### src/design/qs_pkg.sv
// Package with the shared types of the quicksort sorter: commands, status and states.
`default_nettype none

package qs_pkg;

  // Commands from the controller to the datapath, one per cycle.
  typedef enum logic [3:0] {
    CMD_NONE,
    CMD_LOAD,
    CMD_INIT,
    CMD_POP,
    CMD_RANGE_LD,
    CMD_PV_LD,
    CMD_RD_RGT,
    CMD_R_STEP,
    CMD_RD_LFT,
    CMD_L_STEP,
    CMD_FIN,
    CMD_PUSH_L,
    CMD_PUSH_R,
    CMD_OUT_RD,
    CMD_OUT_LD,
    CMD_OUT_TAKE
  } cmd_e;

  // Controller states.
  typedef enum logic [3:0] {
    ST_LOAD,
    ST_INIT,
    ST_POP_CHK,
    ST_POP_WAIT,
    ST_PIV_WAIT,
    ST_R_CHK,
    ST_R_CMP,
    ST_L_CHK,
    ST_L_CMP,
    ST_FIN,
    ST_PUSH_L,
    ST_PUSH_R,
    ST_OUT_RD,
    ST_OUT_LD,
    ST_OUT_HOLD
  } state_e;

  // Status from the datapath back to the controller.
  typedef struct packed {
    logic sp_zero;
    logic range_bad;
    logic piv_eq_rgt;
    logic piv_eq_lft;
    logic r_swap;
    logic l_swap;
    logic out_last;
  } status_t;

endpackage

`default_nettype wire

### src/design/qs_datapath.sv
// Datapath of the quicksort sorter: element store, range stack, scan indices and output beat.
`default_nettype none

module qs_datapath #(
  parameter int MAX_ELEMENTS = 64,
  parameter int DATA_WIDTH   = 32
) (
  input  wire                           clk_i,
  input  wire                           rst_ni,
  input  qs_pkg::cmd_e                  cmd_i,
  input  wire signed [DATA_WIDTH-1:0]   value_i,
  output qs_pkg::status_t               status_o,
  output logic signed [DATA_WIDTH-1:0]  sorted_value_o,
  output logic                          last_out_o,
  output logic                          overflow_o
);
  import qs_pkg::*;

  localparam int IDXW = (MAX_ELEMENTS > 1) ? $clog2(MAX_ELEMENTS) : 1;
  localparam int CNTW = $clog2(MAX_ELEMENTS + 1);
  localparam logic [CNTW-1:0] MaxCnt = CNTW'(MAX_ELEMENTS);

  // Storage.
  logic signed [DATA_WIDTH-1:0] store_mem [MAX_ELEMENTS];
  logic [2*IDXW-1:0]            stack_mem [MAX_ELEMENTS];
  logic signed [DATA_WIDTH-1:0] rdata_q;
  logic [2*IDXW-1:0]            srdata_q;

  logic [CNTW-1:0] count_q, count_d, sp_q, sp_d, k_q, k_d;
  logic            ovf_q, ovf_d;
  logic [IDXW-1:0] low_q, low_d, high_q, high_d;
  logic [IDXW-1:0] piv_q, piv_d, lft_q, lft_d, rgt_q, rgt_d;
  logic signed [DATA_WIDTH-1:0] pv_q, pv_d;
  logic            out_last_q, out_last_d;
  logic signed [DATA_WIDTH-1:0] outv_q, outv_d;
  logic            out_ovf_q, out_ovf_d;

  logic [IDXW-1:0] raddr, waddr, s_low, s_high;
  logic            rd_en, wr_en, push_en, pop_en;
  logic signed [DATA_WIDTH-1:0] wdata;
  logic [2*IDXW-1:0] push_data;
  logic [IDXW:0]   low_p1, piv_p1;
  logic            sp_room;

  assign s_low   = srdata_q[2*IDXW-1:IDXW];
  assign s_high  = srdata_q[IDXW-1:0];
  assign low_p1  = {1'b0, low_q} + 1'b1;
  assign piv_p1  = {1'b0, piv_q} + 1'b1;
  assign sp_room = sp_q < MaxCnt;

  // Status towards the controller.
  always_comb begin
    status_o.sp_zero    = (sp_q == '0);
    status_o.range_bad  = (s_low >= s_high) || (CNTW'(s_high) >= count_q);
    status_o.piv_eq_rgt = (piv_q == rgt_q);
    status_o.piv_eq_lft = (piv_q == lft_q);
    status_o.r_swap     = rdata_q < pv_q;
    status_o.l_swap     = pv_q < rdata_q;
    status_o.out_last   = out_last_q;
  end

  // Command decode: next values of the index registers and memory controls.
  always_comb begin
    count_d = count_q; sp_d = sp_q; k_d = k_q; ovf_d = ovf_q;
    low_d = low_q; high_d = high_q; piv_d = piv_q; lft_d = lft_q; rgt_d = rgt_q;
    pv_d = pv_q; out_last_d = out_last_q; outv_d = outv_q; out_ovf_d = out_ovf_q;
    raddr = k_q[IDXW-1:0]; rd_en = 1'b0;
    waddr = piv_q; wdata = rdata_q; wr_en = 1'b0;
    push_en = 1'b0; push_data = {low_q, high_q}; pop_en = 1'b0;
    unique case (cmd_i)
      CMD_LOAD: begin
        if (count_q < MaxCnt) begin
          waddr   = count_q[IDXW-1:0];
          wdata   = value_i;
          wr_en   = 1'b1;
          count_d = count_q + 1'b1;
        end else begin
          ovf_d = 1'b1;
        end
      end
      CMD_INIT: begin
        k_d  = '0;
        sp_d = '0;
        if (count_q >= CNTW'(2)) begin
          push_en   = 1'b1;
          push_data = {IDXW'(0), IDXW'(count_q - 1'b1)};
          sp_d      = CNTW'(1);
        end
      end
      CMD_POP: begin
        pop_en = 1'b1;
        sp_d   = sp_q - 1'b1;
      end
      CMD_RANGE_LD: begin
        low_d = s_low; high_d = s_high;
        piv_d = s_low; lft_d = s_low; rgt_d = s_high;
        raddr = s_low; rd_en = 1'b1;
      end
      CMD_PV_LD: pv_d = rdata_q;
      CMD_RD_RGT: begin
        raddr = rgt_q; rd_en = 1'b1;
      end
      CMD_R_STEP: begin
        if (rdata_q < pv_q) begin
          wr_en = 1'b1;
          piv_d = rgt_q;
        end else begin
          rgt_d = rgt_q - 1'b1;
        end
      end
      CMD_RD_LFT: begin
        raddr = lft_q; rd_en = 1'b1;
      end
      CMD_L_STEP: begin
        if (pv_q < rdata_q) begin
          wr_en = 1'b1;
          piv_d = lft_q;
        end else begin
          lft_d = lft_q + 1'b1;
        end
      end
      CMD_FIN: begin
        wdata = pv_q;
        wr_en = 1'b1;
      end
      CMD_PUSH_L: begin
        if (({1'b0, piv_q} > low_p1) && sp_room) begin
          push_en   = 1'b1;
          push_data = {low_q, piv_q - 1'b1};
          sp_d      = sp_q + 1'b1;
        end
      end
      CMD_PUSH_R: begin
        if ((piv_p1 < {1'b0, high_q}) && sp_room) begin
          push_en   = 1'b1;
          push_data = {piv_p1[IDXW-1:0], high_q};
          sp_d      = sp_q + 1'b1;
        end
      end
      CMD_OUT_RD: begin
        raddr = k_q[IDXW-1:0]; rd_en = 1'b1;
      end
      CMD_OUT_LD: begin
        outv_d     = rdata_q;
        out_last_d = (k_q + 1'b1) == count_q;
        out_ovf_d  = ovf_q;
      end
      CMD_OUT_TAKE: begin
        k_d = k_q + 1'b1;
        if (out_last_q) begin
          count_d = '0; ovf_d = 1'b0; k_d = '0; sp_d = '0;
        end
      end
      default: ;
    endcase
  end

  // Element store: one write port and one registered read port.
  always_ff @(posedge clk_i) begin
    if (wr_en) store_mem[waddr] <= wdata;
    if (rd_en) rdata_q <= store_mem[raddr];
  end

  // Range stack: push and pop never fall in the same cycle.
  always_ff @(posedge clk_i) begin
    if (push_en) stack_mem[sp_d[IDXW-1:0] - 1'b1] <= push_data;
    if (pop_en)  srdata_q <= stack_mem[sp_d[IDXW-1:0]];
  end

  // Control and index registers.
  always_ff @(posedge clk_i or negedge rst_ni) begin
    if (!rst_ni) begin
      count_q <= '0; sp_q <= '0; k_q <= '0; ovf_q <= 1'b0; out_last_q <= 1'b0;
      low_q <= '0; high_q <= '0; piv_q <= '0; lft_q <= '0; rgt_q <= '0;
    end else begin
      count_q <= count_d; sp_q <= sp_d; k_q <= k_d; ovf_q <= ovf_d;
      out_last_q <= out_last_d;
      low_q <= low_d; high_q <= high_d; piv_q <= piv_d; lft_q <= lft_d; rgt_q <= rgt_d;
    end
  end

  // Payload registers.
  always_ff @(posedge clk_i) begin
    pv_q <= pv_d; outv_q <= outv_d; out_ovf_q <= out_ovf_d;
  end

  assign sorted_value_o = outv_q;
  assign last_out_o     = out_last_q;
  assign overflow_o     = out_ovf_q;

  // Checks on the index bookkeeping.
  a_count_max: assert property (@(posedge clk_i) disable iff (!rst_ni)
    count_q <= MaxCnt) else $error("element count beyond capacity");
  a_sp_max: assert property (@(posedge clk_i) disable iff (!rst_ni)
    sp_q <= MaxCnt) else $error("range stack beyond capacity");
  a_scan_order: assert property (@(posedge clk_i) disable iff (!rst_ni)
    (lft_q <= piv_q) && (piv_q <= rgt_q)) else $error("pivot outside scan window");
  a_take_in_run: assert property (@(posedge clk_i) disable iff (!rst_ni)
    cmd_i == CMD_OUT_TAKE |-> k_q < count_q) else $error("beat beyond stored set");

endmodule

`default_nettype wire

### src/design/qs_ctrl.sv
// Controller of the quicksort sorter: sequences loading, partitioning and output.
`default_nettype none

module qs_ctrl (
  input  wire              clk_i,
  input  wire              rst_ni,
  input  wire              in_valid_i,
  input  wire              is_last_i,
  output logic             in_ready_o,
  output logic             out_valid_o,
  input  wire              out_ready_i,
  input  qs_pkg::status_t  status_i,
  output qs_pkg::cmd_e     cmd_o
);
  import qs_pkg::*;

  state_e state_q, state_d;

  // Next state.
  always_comb begin
    state_d = state_q;
    unique case (state_q)
      ST_LOAD:     if (in_valid_i && is_last_i) state_d = ST_INIT;
      ST_INIT:     state_d = ST_POP_CHK;
      ST_POP_CHK:  state_d = status_i.sp_zero ? ST_OUT_RD : ST_POP_WAIT;
      ST_POP_WAIT: state_d = status_i.range_bad ? ST_POP_CHK : ST_PIV_WAIT;
      ST_PIV_WAIT: state_d = ST_R_CHK;
      ST_R_CHK:    state_d = status_i.piv_eq_rgt ? ST_FIN : ST_R_CMP;
      ST_R_CMP:    state_d = status_i.r_swap ? ST_L_CHK : ST_R_CHK;
      ST_L_CHK:    state_d = status_i.piv_eq_lft ? ST_FIN : ST_L_CMP;
      ST_L_CMP:    state_d = status_i.l_swap ? ST_R_CHK : ST_L_CHK;
      ST_FIN:      state_d = ST_PUSH_L;
      ST_PUSH_L:   state_d = ST_PUSH_R;
      ST_PUSH_R:   state_d = ST_POP_CHK;
      ST_OUT_RD:   state_d = ST_OUT_LD;
      ST_OUT_LD:   state_d = ST_OUT_HOLD;
      ST_OUT_HOLD: if (out_ready_i) state_d = status_i.out_last ? ST_LOAD : ST_OUT_RD;
      default:     state_d = ST_LOAD;
    endcase
  end

  // Outputs and commands.
  always_comb begin
    in_ready_o  = 1'b0;
    out_valid_o = 1'b0;
    cmd_o       = CMD_NONE;
    unique case (state_q)
      ST_LOAD: begin
        in_ready_o = 1'b1;
        if (in_valid_i) cmd_o = CMD_LOAD;
      end
      ST_INIT:     cmd_o = CMD_INIT;
      ST_POP_CHK:  if (!status_i.sp_zero) cmd_o = CMD_POP;
      ST_POP_WAIT: cmd_o = CMD_RANGE_LD;
      ST_PIV_WAIT: cmd_o = CMD_PV_LD;
      ST_R_CHK:    if (!status_i.piv_eq_rgt) cmd_o = CMD_RD_RGT;
      ST_R_CMP:    cmd_o = CMD_R_STEP;
      ST_L_CHK:    if (!status_i.piv_eq_lft) cmd_o = CMD_RD_LFT;
      ST_L_CMP:    cmd_o = CMD_L_STEP;
      ST_FIN:      cmd_o = CMD_FIN;
      ST_PUSH_L:   cmd_o = CMD_PUSH_L;
      ST_PUSH_R:   cmd_o = CMD_PUSH_R;
      ST_OUT_RD:   cmd_o = CMD_OUT_RD;
      ST_OUT_LD:   cmd_o = CMD_OUT_LD;
      ST_OUT_HOLD: begin
        out_valid_o = 1'b1;
        if (out_ready_i) cmd_o = CMD_OUT_TAKE;
      end
      default: ;
    endcase
  end

  // State register.
  always_ff @(posedge clk_i or negedge rst_ni) begin
    if (!rst_ni) begin
      state_q <= ST_LOAD;
    end else begin
      state_q <= state_d;
    end
  end

  // Checks on the sequencing.
  a_no_overlap: assert property (@(posedge clk_i) disable iff (!rst_ni)
    !(in_ready_o && out_valid_o)) else $error("loading while a beat is offered");
  a_last_to_load: assert property (@(posedge clk_i) disable iff (!rst_ni)
    out_valid_o && out_ready_i && status_i.out_last |=> in_ready_o)
    else $error("no return to loading after the final beat");
  a_sort_start: assert property (@(posedge clk_i) disable iff (!rst_ni)
    in_valid_i && in_ready_o && is_last_i |=> !in_ready_o)
    else $error("sort not started after the last item");

endmodule

`default_nettype wire

### src/design/quicksort_sorter_top.sv
// Top level of the quicksort sorter: controller and datapath.
// Loading accepts one item per cycle while in_ready_o is high; the last item starts the sort.
// The sort reads the store and compares in separate states for each element compare (one
// store read port); each output beat is read, loaded and then held until it is taken.
// New items are accepted only after the last sorted beat of a set has been taken.
// Reset is asynchronous and active low and empties the store and range stack.
`default_nettype none

module quicksort_sorter_top #(
  parameter int MAX_ELEMENTS = 64,
  parameter int DATA_WIDTH   = 32
) (
  input  wire                          clk_i,
  input  wire                          rst_ni,
  input  wire                          in_valid_i,
  output logic                         in_ready_o,
  input  wire signed [DATA_WIDTH-1:0]  value_i,
  input  wire                          is_last_i,
  output logic                         out_valid_o,
  input  wire                          out_ready_i,
  output logic signed [DATA_WIDTH-1:0] sorted_value_o,
  output logic                         last_out_o,
  output logic                         overflow_o
);
  import qs_pkg::*;

  cmd_e    cmd;
  status_t status;

  qs_ctrl u_ctrl (
    .clk_i       (clk_i),
    .rst_ni      (rst_ni),
    .in_valid_i  (in_valid_i),
    .is_last_i   (is_last_i),
    .in_ready_o  (in_ready_o),
    .out_valid_o (out_valid_o),
    .out_ready_i (out_ready_i),
    .status_i    (status),
    .cmd_o       (cmd)
  );

  qs_datapath #(
    .MAX_ELEMENTS (MAX_ELEMENTS),
    .DATA_WIDTH   (DATA_WIDTH)
  ) u_datapath (
    .clk_i          (clk_i),
    .rst_ni         (rst_ni),
    .cmd_i          (cmd),
    .value_i        (value_i),
    .status_o       (status),
    .sorted_value_o (sorted_value_o),
    .last_out_o     (last_out_o),
    .overflow_o     (overflow_o)
  );

endmodule

`default_nettype wire

### config.mk
export PLATFORM = sky130hd
export DESIGN_NAME = quicksort_sorter_top
export DESIGN_NICKNAME = d
export VERILOG_FILES = /design/src/design/qs_pkg.sv /design/src/design/qs_datapath.sv /design/src/design/qs_ctrl.sv /design/src/design/quicksort_sorter_top.sv
export SDC_FILE = /design/constraint.sdc
export NUM_CORES = 2
export LEC_CHECK = 0
export BUFFER_PORTS_ARGS = -buffer_cell sky130_fd_sc_hd__buf_4
export CORE_AREA = 3 3 709 429
export DETAILED_ROUTE_END_ITERATION = 10
export DIE_AREA = 0 0 712 432
export GPL_ROUTABILITY_DRIVEN = 0
export PLACE_DENSITY_LB_ADDON = 0.12
export SLEW_MARGIN = 40
export SYNTH_ARGS = -nofsm -noshare
export SYNTH_HDL_FRONTEND = slang
export SYNTH_SLANG_ARGS = --single-unit
### constraint.sdc
create_clock -name clk_i -period 7.2 [get_ports clk_i]
set_clock_uncertainty 0.15 [all_clocks]
set_input_delay 1.44 -clock clk_i [delete_from_list [all_inputs] [get_ports clk_i]]
set_output_delay 1.44 -clock clk_i [all_outputs]
set_load 0.05 [all_outputs]
## Word level (Yosys, flattened, before mapping)

Memory sizes are Yosys's and may differ from the RTL's. A register that Yosys moved wholly into a read port is not among the register bits.
Index checks and enable logic that the tools add are counted.

- Flip-flop bits (word level): 122
- Bits in writable memories: 2816
- Input bits: 37
- Output and inout bits: 36
- Word-level logic and storage cells: 162
- Memories: 2

- Add/sub/neg operators: 11
- Order comparisons: 9
- Equality and inequality tests: 43
- Multiplexer cells: 61
- Reduce and logical (&&, ||, !) cells: 21

Memories:

| memory | words | bits a word | read ports | clocked after memory_dff | wr ports | line | RTL |
|---|---|---|---|---|---|---|---|
| u_datapath.store_mem | 64 | 32 | 1 | 1 | 1 | qs_datapath.sv:24 | `logic signed [DATA_WIDTH-1:0] store_mem [MAX_ELEMENTS];` |
| u_datapath.stack_mem | 64 | 12 | 1 | 1 | 1 | qs_datapath.sv:25 | `logic [2*IDXW-1:0] stack_mem [MAX_ELEMENTS];` |

Operators with widths:

| kind | number |
|---|---|
| $lt A32 B32 Y1 | 2 |
| $pmux W32 S2 | 1 |
| $eq A4 B4 Y1 const B | 15 |
| $pmux W4 S15 | 1 |
| $pmux W4 S14 | 1 |
| $mux W6 | 7 |
| $mux W7 | 6 |
| $pmux W12 S3 | 1 |
| $pmux W6 S3 | 2 |
| $pmux W7 S5 | 1 |
| $eq A4 B3 Y1 const B | 8 |
| $mux W32 | 1 |
| $mux W4 | 7 |
| $pmux W7 S2 | 2 |
| $mux W12 | 2 |
| $pmux W6 S2 | 2 |
| $sub A6 B1 Y6 const B | 4 |
| $add A7 B1 Y7 const B | 3 |
| $mux W1 | 19 |
| $eq A4 B2 Y1 const B | 4 |
| $add A6 B1 Y7 const B | 2 |
| $lt A7 B7 Y1 const B | 2 |
| $eq A6 B6 Y1 | 2 |
| $ne A2 B2 Y1 const B | 6 |
| 27 further kinds | 44 |

## Logic depth before layout (Yosys ltp)

- Word-level depth: 7
- Depth in mapped cells: 19
- Mapped depth without buffers: 16

## By module

Synthesis repeated with hierarchy kept, for this count alone.

- Cell total of the unflattened synthesis: 8998
- Area, all modules: 121995.8 sq um

By module, submodules not included:

| module | instances | cells an instance | area each (sq um) | seq. area each (sq um) |
|---|---|---|---|---|
| qs_datapath | 1 | 8932 | 121500.3 | 89160.5 |
| qs_ctrl | 1 | 66 | 495.5 | 100.1 |

## Worst setup path before layout

No wires, ideal clock.

- Kind: register to register
- Start point: reg u_ctrl.state_q[3]
- End point: mem u_datapath.store_mem[18][0] (enable)
- Library setup time: 0.461 ns
- Arrival time: 6.097 ns
- Required time: 6.589 ns
- Slack: 0.492 ns
- Cell stages (with the launch flop): 12
- Path buffers: 4
- Clock period less this slack: 6.708 ns
- Cell sequence: dfrtp_1 -> buf_2 -> buf_1 -> nor4_1 -> nand2_1 -> nor2_1 -> clkbuf_1 -> buf_1 -> nand3_1 -> o31ai_1 -> nand2_1 -> nor3_1

- Cells in the longest elaborated chain, start to end: 6
- Elaborated cells on any way between the ends: 24
- Those cells by class: 18 x eq/ne; 5 x mux; 1 x reduce/logical

Ends and longest elaborated chain:

| what | line | RTL |
|---|---|---|
| start: declaration | qs_ctrl.sv:17 | `state_e state_q, state_d;` |
| start signal: assignment | qs_ctrl.sv:78 | `state_q <= state_d;` |
| $eq A4 B4 Y1, or another cell as far along | qs_ctrl.sv:47 | `unique case (state_q)` |
| $pmux W4 S15 (*) | qs_ctrl.sv:47 |  |
| $eq A4 B4 Y1, or another cell as far along | qs_datapath.sv:70 | `unique case (cmd_i)` |
| $pmux W1 S4 | qs_datapath.sv:70 |  |
| $mux W1 | qs_datapath.sv:160 | `if (wr_en) store_mem[waddr] <= wdata;` |
| $mux W1 (implied by the code) | qs_datapath.sv:160 |  |
| end: declaration | qs_datapath.sv:24 |  |

Mark *: on every way between the ends. The rest lies on a longest branch, timed or not.

## Final worst setup path

- Start point: reg u_datapath.piv_q[1]
- End point: mem u_datapath.stack_mem[13][10] (netlist name) (enable)

- Cells in the longest elaborated chain, start to end: 7
- Elaborated cells on any way between the ends: 24
- Those cells by class: 2 x add/sub; 2 x order compare; 7 x eq/ne; 11 x mux; 2 x reduce/logical

Ends and longest elaborated chain:

| what | line | RTL |
|---|---|---|
| start: declaration | qs_datapath.sv:32 | `logic [IDXW-1:0] piv_q, piv_d, lft_q, lft_d, rgt_q, rgt_d;` |
| start signal: assignment | qs_datapath.sv:178 | `low_q <= low_d; high_q <= high_d; piv_q <= piv_d; lft_q <= lft_d; rgt_q <= rgt_d;` |
| branches (longest 7 deep; another with $add A6 B1 Y7) | -- |  |
| end: declaration | qs_datapath.sv:25 |  |

Parallel ways; which one is timed is not known. The select of a mux whose other input is x is not followed.

==> results by group <==
Layout
  • Share of cells above drive strength 1: between 15 and 20%
  • Layout area overhead: 13.82%
  • Fillers: between 20k and 30k
  • Final nets: 7868
  • Commonest non-fill, non-tap cell in the layout: edfxtp_1
  • Most frequent cells in the layout: edfxtp_1, nand2_1, nand3_1, buf_4, mux4_2

GRT
  • First-pass GRT wire length: 549700 um
  • Met2 GRT Util: ~35%
  • Initial antenna violation count: 28
  • Global route hottest layer: met1
  • Global Route Usage Sum: 25.44%
  • Global route total overflow: 0
  • Grt met1 use: 39.97%
  • Largest net degree at the start of global routing: 169
  • Vias in the first global route: 66.73k
  • Met3 usage: between 7 and 8%

Synthesis
  • Prevailing post-synth register cell: edfxtp_1
  • Seq cells post-synth: 2982
  • Syn Nets: 7596
  • Unique masters post-synth: 85
  • Post-Syn Area: 0.1191 sq mm
  • Seq/Total Area, Yosys: 74.93%
  • Post-synth ARST share: 1.911%
  • Synthesized netlist cell count: 7492
  • Post-synth EDFFs: 2925
  • YS warnings: 0
  • Avg Inst Size Synth: 15.90 sq um

Timing
  • Period utilisation layout: 87.89%
  • TNS Setup: 0 ns
  • Unrepaired setup endpoints after global routing: false
  • Slew Viols, Final: 0
  • Relative slew slack: 37.28%
  • Highest clock rate: 0.1580 GHz
  • Worst slew pin tran: 0.9373 ns
  • Final setup viols: 0
  • Final hold violations: 0
  • Final Critical Period: 6.328 ns

Pwr
  • Switch Pwr: 27.82 mW
  • Reg power frac: a little over a third
  • Static leakage: 44.44 nW
  • Combinational share of power: around 42%
  • Power Density: 497.8 mW/mm^2
  • Pwr Total: 67.49 mW
  • IR drop worst, VDD: 0.6027 mV
  • Pint: 39.67 mW
  • Net Sw Frac: 41.22%
  • Clock share of power: 21.7%

Clock network
  • Sinks on Clock Net: 2982
  • Clk pin slew, worst setup/hold paths: 0.07 ns
  • Root buffer cell: clkbuf_16
  • CTS tree: done
  • H-tree lvl count: 5
  • Worst skew pair latency: around 0.88 ns
  • Clk buf depth: 4
  • CTS buffer count: 281
  • Post-CTS setup buffer count: 0
  • Hold_buf cts: 0
  • Post-CTS Resized: 0

Critical path
  • WP data arrival: between 6 and 7 ns
  • Crit-path max FO: 17
  • FF-to-FF setup slack: 0.87 ns
  • Req. time, crit path: 7.53 ns
  • CP max-delay cell: nor2_2
  • WS Path Type: reg -> reg
  • CP endpoint kind: flip-flop
  • Worst-path cell chain: ha_1 -> nand3_1 -> xnor2_1 -> ha_1 -> a21o_1 -> a32oi_1 -> o211a_1 -> a22oi_2 -> a21o_1 -> nand2_2 -> clkinv_1 -> ha_1 -> a21boi_0 -> nand2_1 -> nor2_2
  • RR Startpoint: u_datapath.piv_q[1]$_DFFE_PN0P_
  • Startpoint types: flip-flop
  • CP most frequent cell: ha_1
  • Slowest stage delay, CP: just over 0.7 ns
  • Crit path buf inv count: 1
  • Worst Reg-to-Reg Cells: 15
  • FF-to-FF End: u_datapath.stack_mem[13][10]$_DFFE_PP_
  • Crit path from: u_datapath.piv_q[1]$_DFFE_PN0P_
  • CP top delay family: compound AO/OA/AOI/OAI gates

Min path
  • Hold depth: 0
  • Hold Crit Start: u_datapath.ovf_q$_DFFE_PN0P_
  • Worst hold path class: reg -> reg
  • Worst Hold End: u_datapath.overflow_o$_DFFE_PN_

Floorplan
  • Die W: 712 um
  • Num ports: between 70 and 80
  • Chip Height: 432 um
  • Core ar.: 0.2975 sq mm
  • Row count: 155
  • Initial core utilization: approximately two fifths
  • Die area: between 0.3 and 0.4 sq mm

Route
  • Remaining antenna violation count: 0
  • Iter 0 DRT Violations: 10.73k
  • Total number of vias: 71.32k
  • First drt pass iteration count: 7
  • Via-to-Cell Ratio: about 5.9
  • Routed WL per cell: 33.22 um
  • Drt total wl: roughly 400000 um
  • DRC Markers: 0

Placed design
  • Post-DP HPWL: between 200000 and 250000 um
  • Number of I/O port buffers: roughly 70

Status
  • Outcome: finished clean

Job
  • Max-cap violations: 0
## state kept, by name, indices dropped and copies added, names as in the netlist
name / count
u_datapath.overflow_o: 1
u_datapath.low_q: 6
u_datapath.pv_q: 32
u_datapath.sorted_value_o: 32
u_datapath.lft_q: 6
u_datapath.rdata_q: 32
u_datapath.srdata_q: 12
u_datapath.k_q: 7
u_datapath.last_out_o: 1
u_datapath.piv_q: 6
u_datapath.store_mem: 2048
u_datapath.rgt_q: 6
u_datapath.count_q: 7
u_datapath.stack_mem: 768
u_datapath.sp_q: 7
u_datapath.ovf_q: 1
u_datapath.high_q: 6
u_ctrl.state_q: 4
## cells in the mapped netlist, types with 15 or more instances
cell | count | area (sq um)
inv_1 | 103 | 386.6
a211oi_1 | 15 | 112.6
buf_1 | 57 | 214.0
dfrtp_1 | 57 | 1426
buf_4 | 30 | 225.2
xnor2_1 | 26 | 227.7
nand2_1 | 1541 | 5784
nor2_1 | 156 | 585.6
mux4_2 | 348 | 7838
a222oi_1 | 33 | 330.3
xor2_1 | 18 | 157.7
o211ai_1 | 21 | 157.7
buf_2 | 80 | 400.4
buf_6 | 25 | 281.5
nand3_1 | 622 | 3113
a21o_1 | 19 | 142.6
nor3_1 | 93 | 465.5
o21ai_0 | 69 | 345.3
ha_1 | 67 | 838.3
a32oi_1 | 83 | 727.0
and3_1 | 84 | 525.5
o22ai_1 | 40 | 250.2
clkbuf_1 | 236 | 885.9
mux2i_1 | 166 | 1662
edfxtp_1 | 2925 | 87830
a21oi_1 | 72 | 360.4
nand4_1 | 77 | 481.7
a31oi_1 | 142 | 888.4
a311oi_1 | 50 | 437.9
## through the flow
step	instances	setup slack, ns	area [sq um]	util, %	hold WS (ns)
after floorplan	7492	0.4916	119100	-	0.2748
after global placement	11460	0.7002	126100	42.38	0.2956
after detailed placement	11470	1.058	126500	42.53	0.3023
after CTS	11960	1.041	135200	45.45	0.3156
after global routing	11970	0.5578	135500	45.55	0.3249
final	12010	0.8721	135600	45.58	0.3114
## power groups by stage
stage	combinational [mW]	clock (mW)	sequential, mW
after floorplan	15.9	0	24.2
after global placement	27.6	0	24.7
after detailed placement	28.1	0	24.7
after CTS	28.2	14.9	24.3
after global routing	30.2	15.6	24.3
final	28.6	14.6	24.3
## metal layers
metal	part of all wire (%)	vias up
li1	-	29610
met1	46	37540
met2	41	3665
met3	11	486
met4	2.6	12
met5	0.018	-
## layout make-up
class	count	area (sq um)	share of cell area (%)
multi-input combinational	3965	28180	20.78
sequential	2982	89260	65.83
tap	4003	5009	3.694
clock buffer	357	7622	5.622
inverter	109	434.2	0.3202
clock inverter	131	1087	0.8019
antenna	35	87.58	0.06459
timing repair buffer	425	3909	2.883
## worst max-delay path by stage
stage / cells past startpoint / endpoint / slack (ns)
CTS: 15 / u_datapath.stack_mem[28][9]$_DFFE_PP_ / 1.04
finish: 15 / u_datapath.stack_mem[13][10]$_DFFE_PP_ / 0.87
global route: 15 / u_datapath.stack_mem[28][9]$_DFFE_PP_ / 0.56
global placement: 15 / u_datapath.stack_mem[28][2]$_DFFE_PP_ / 0.70
floorplan: 11 / u_datapath.store_mem[18][0]$_DFFE_PP_ / 0.49
detailed placement: 15 / u_datapath.stack_mem[28][2]$_DFFE_PP_ / 1.06
## cell families (layout without fill, tap and decap cells)
kind of cell               Yosys count  count (layout)  share of synthesized area (%)
AOI/OAI and AO/OA                  682             682                          4.182
xor gates and xnor gates            45              45                         0.3372
adders and majority gates           67              67                         0.7037
buffers and inverters              545            1022                          2.133
DFF                               2982            2982                          74.93
muxes                              528             528                          8.106
other                                0              35                              0
and+or+nand+nor                   2643            2643                          9.608
## worst register-to-register path, cell delays in order (launching register included)
cell      delay [ns]
dfrtp_1         0.65
ha_1            0.31
nand3_1         0.11
xnor2_1         0.25
ha_1            0.30
a21o_1          0.17
a32oi_1         0.23
o211a_1         0.38
a22oi_2         0.23
a21o_1          0.35
nand2_2         0.11
clkinv_1        0.46
ha_1            0.51
a21boi_0        0.49
nand2_1         0.53
nor2_2          0.72
Power figures use the tool's default switching activity.
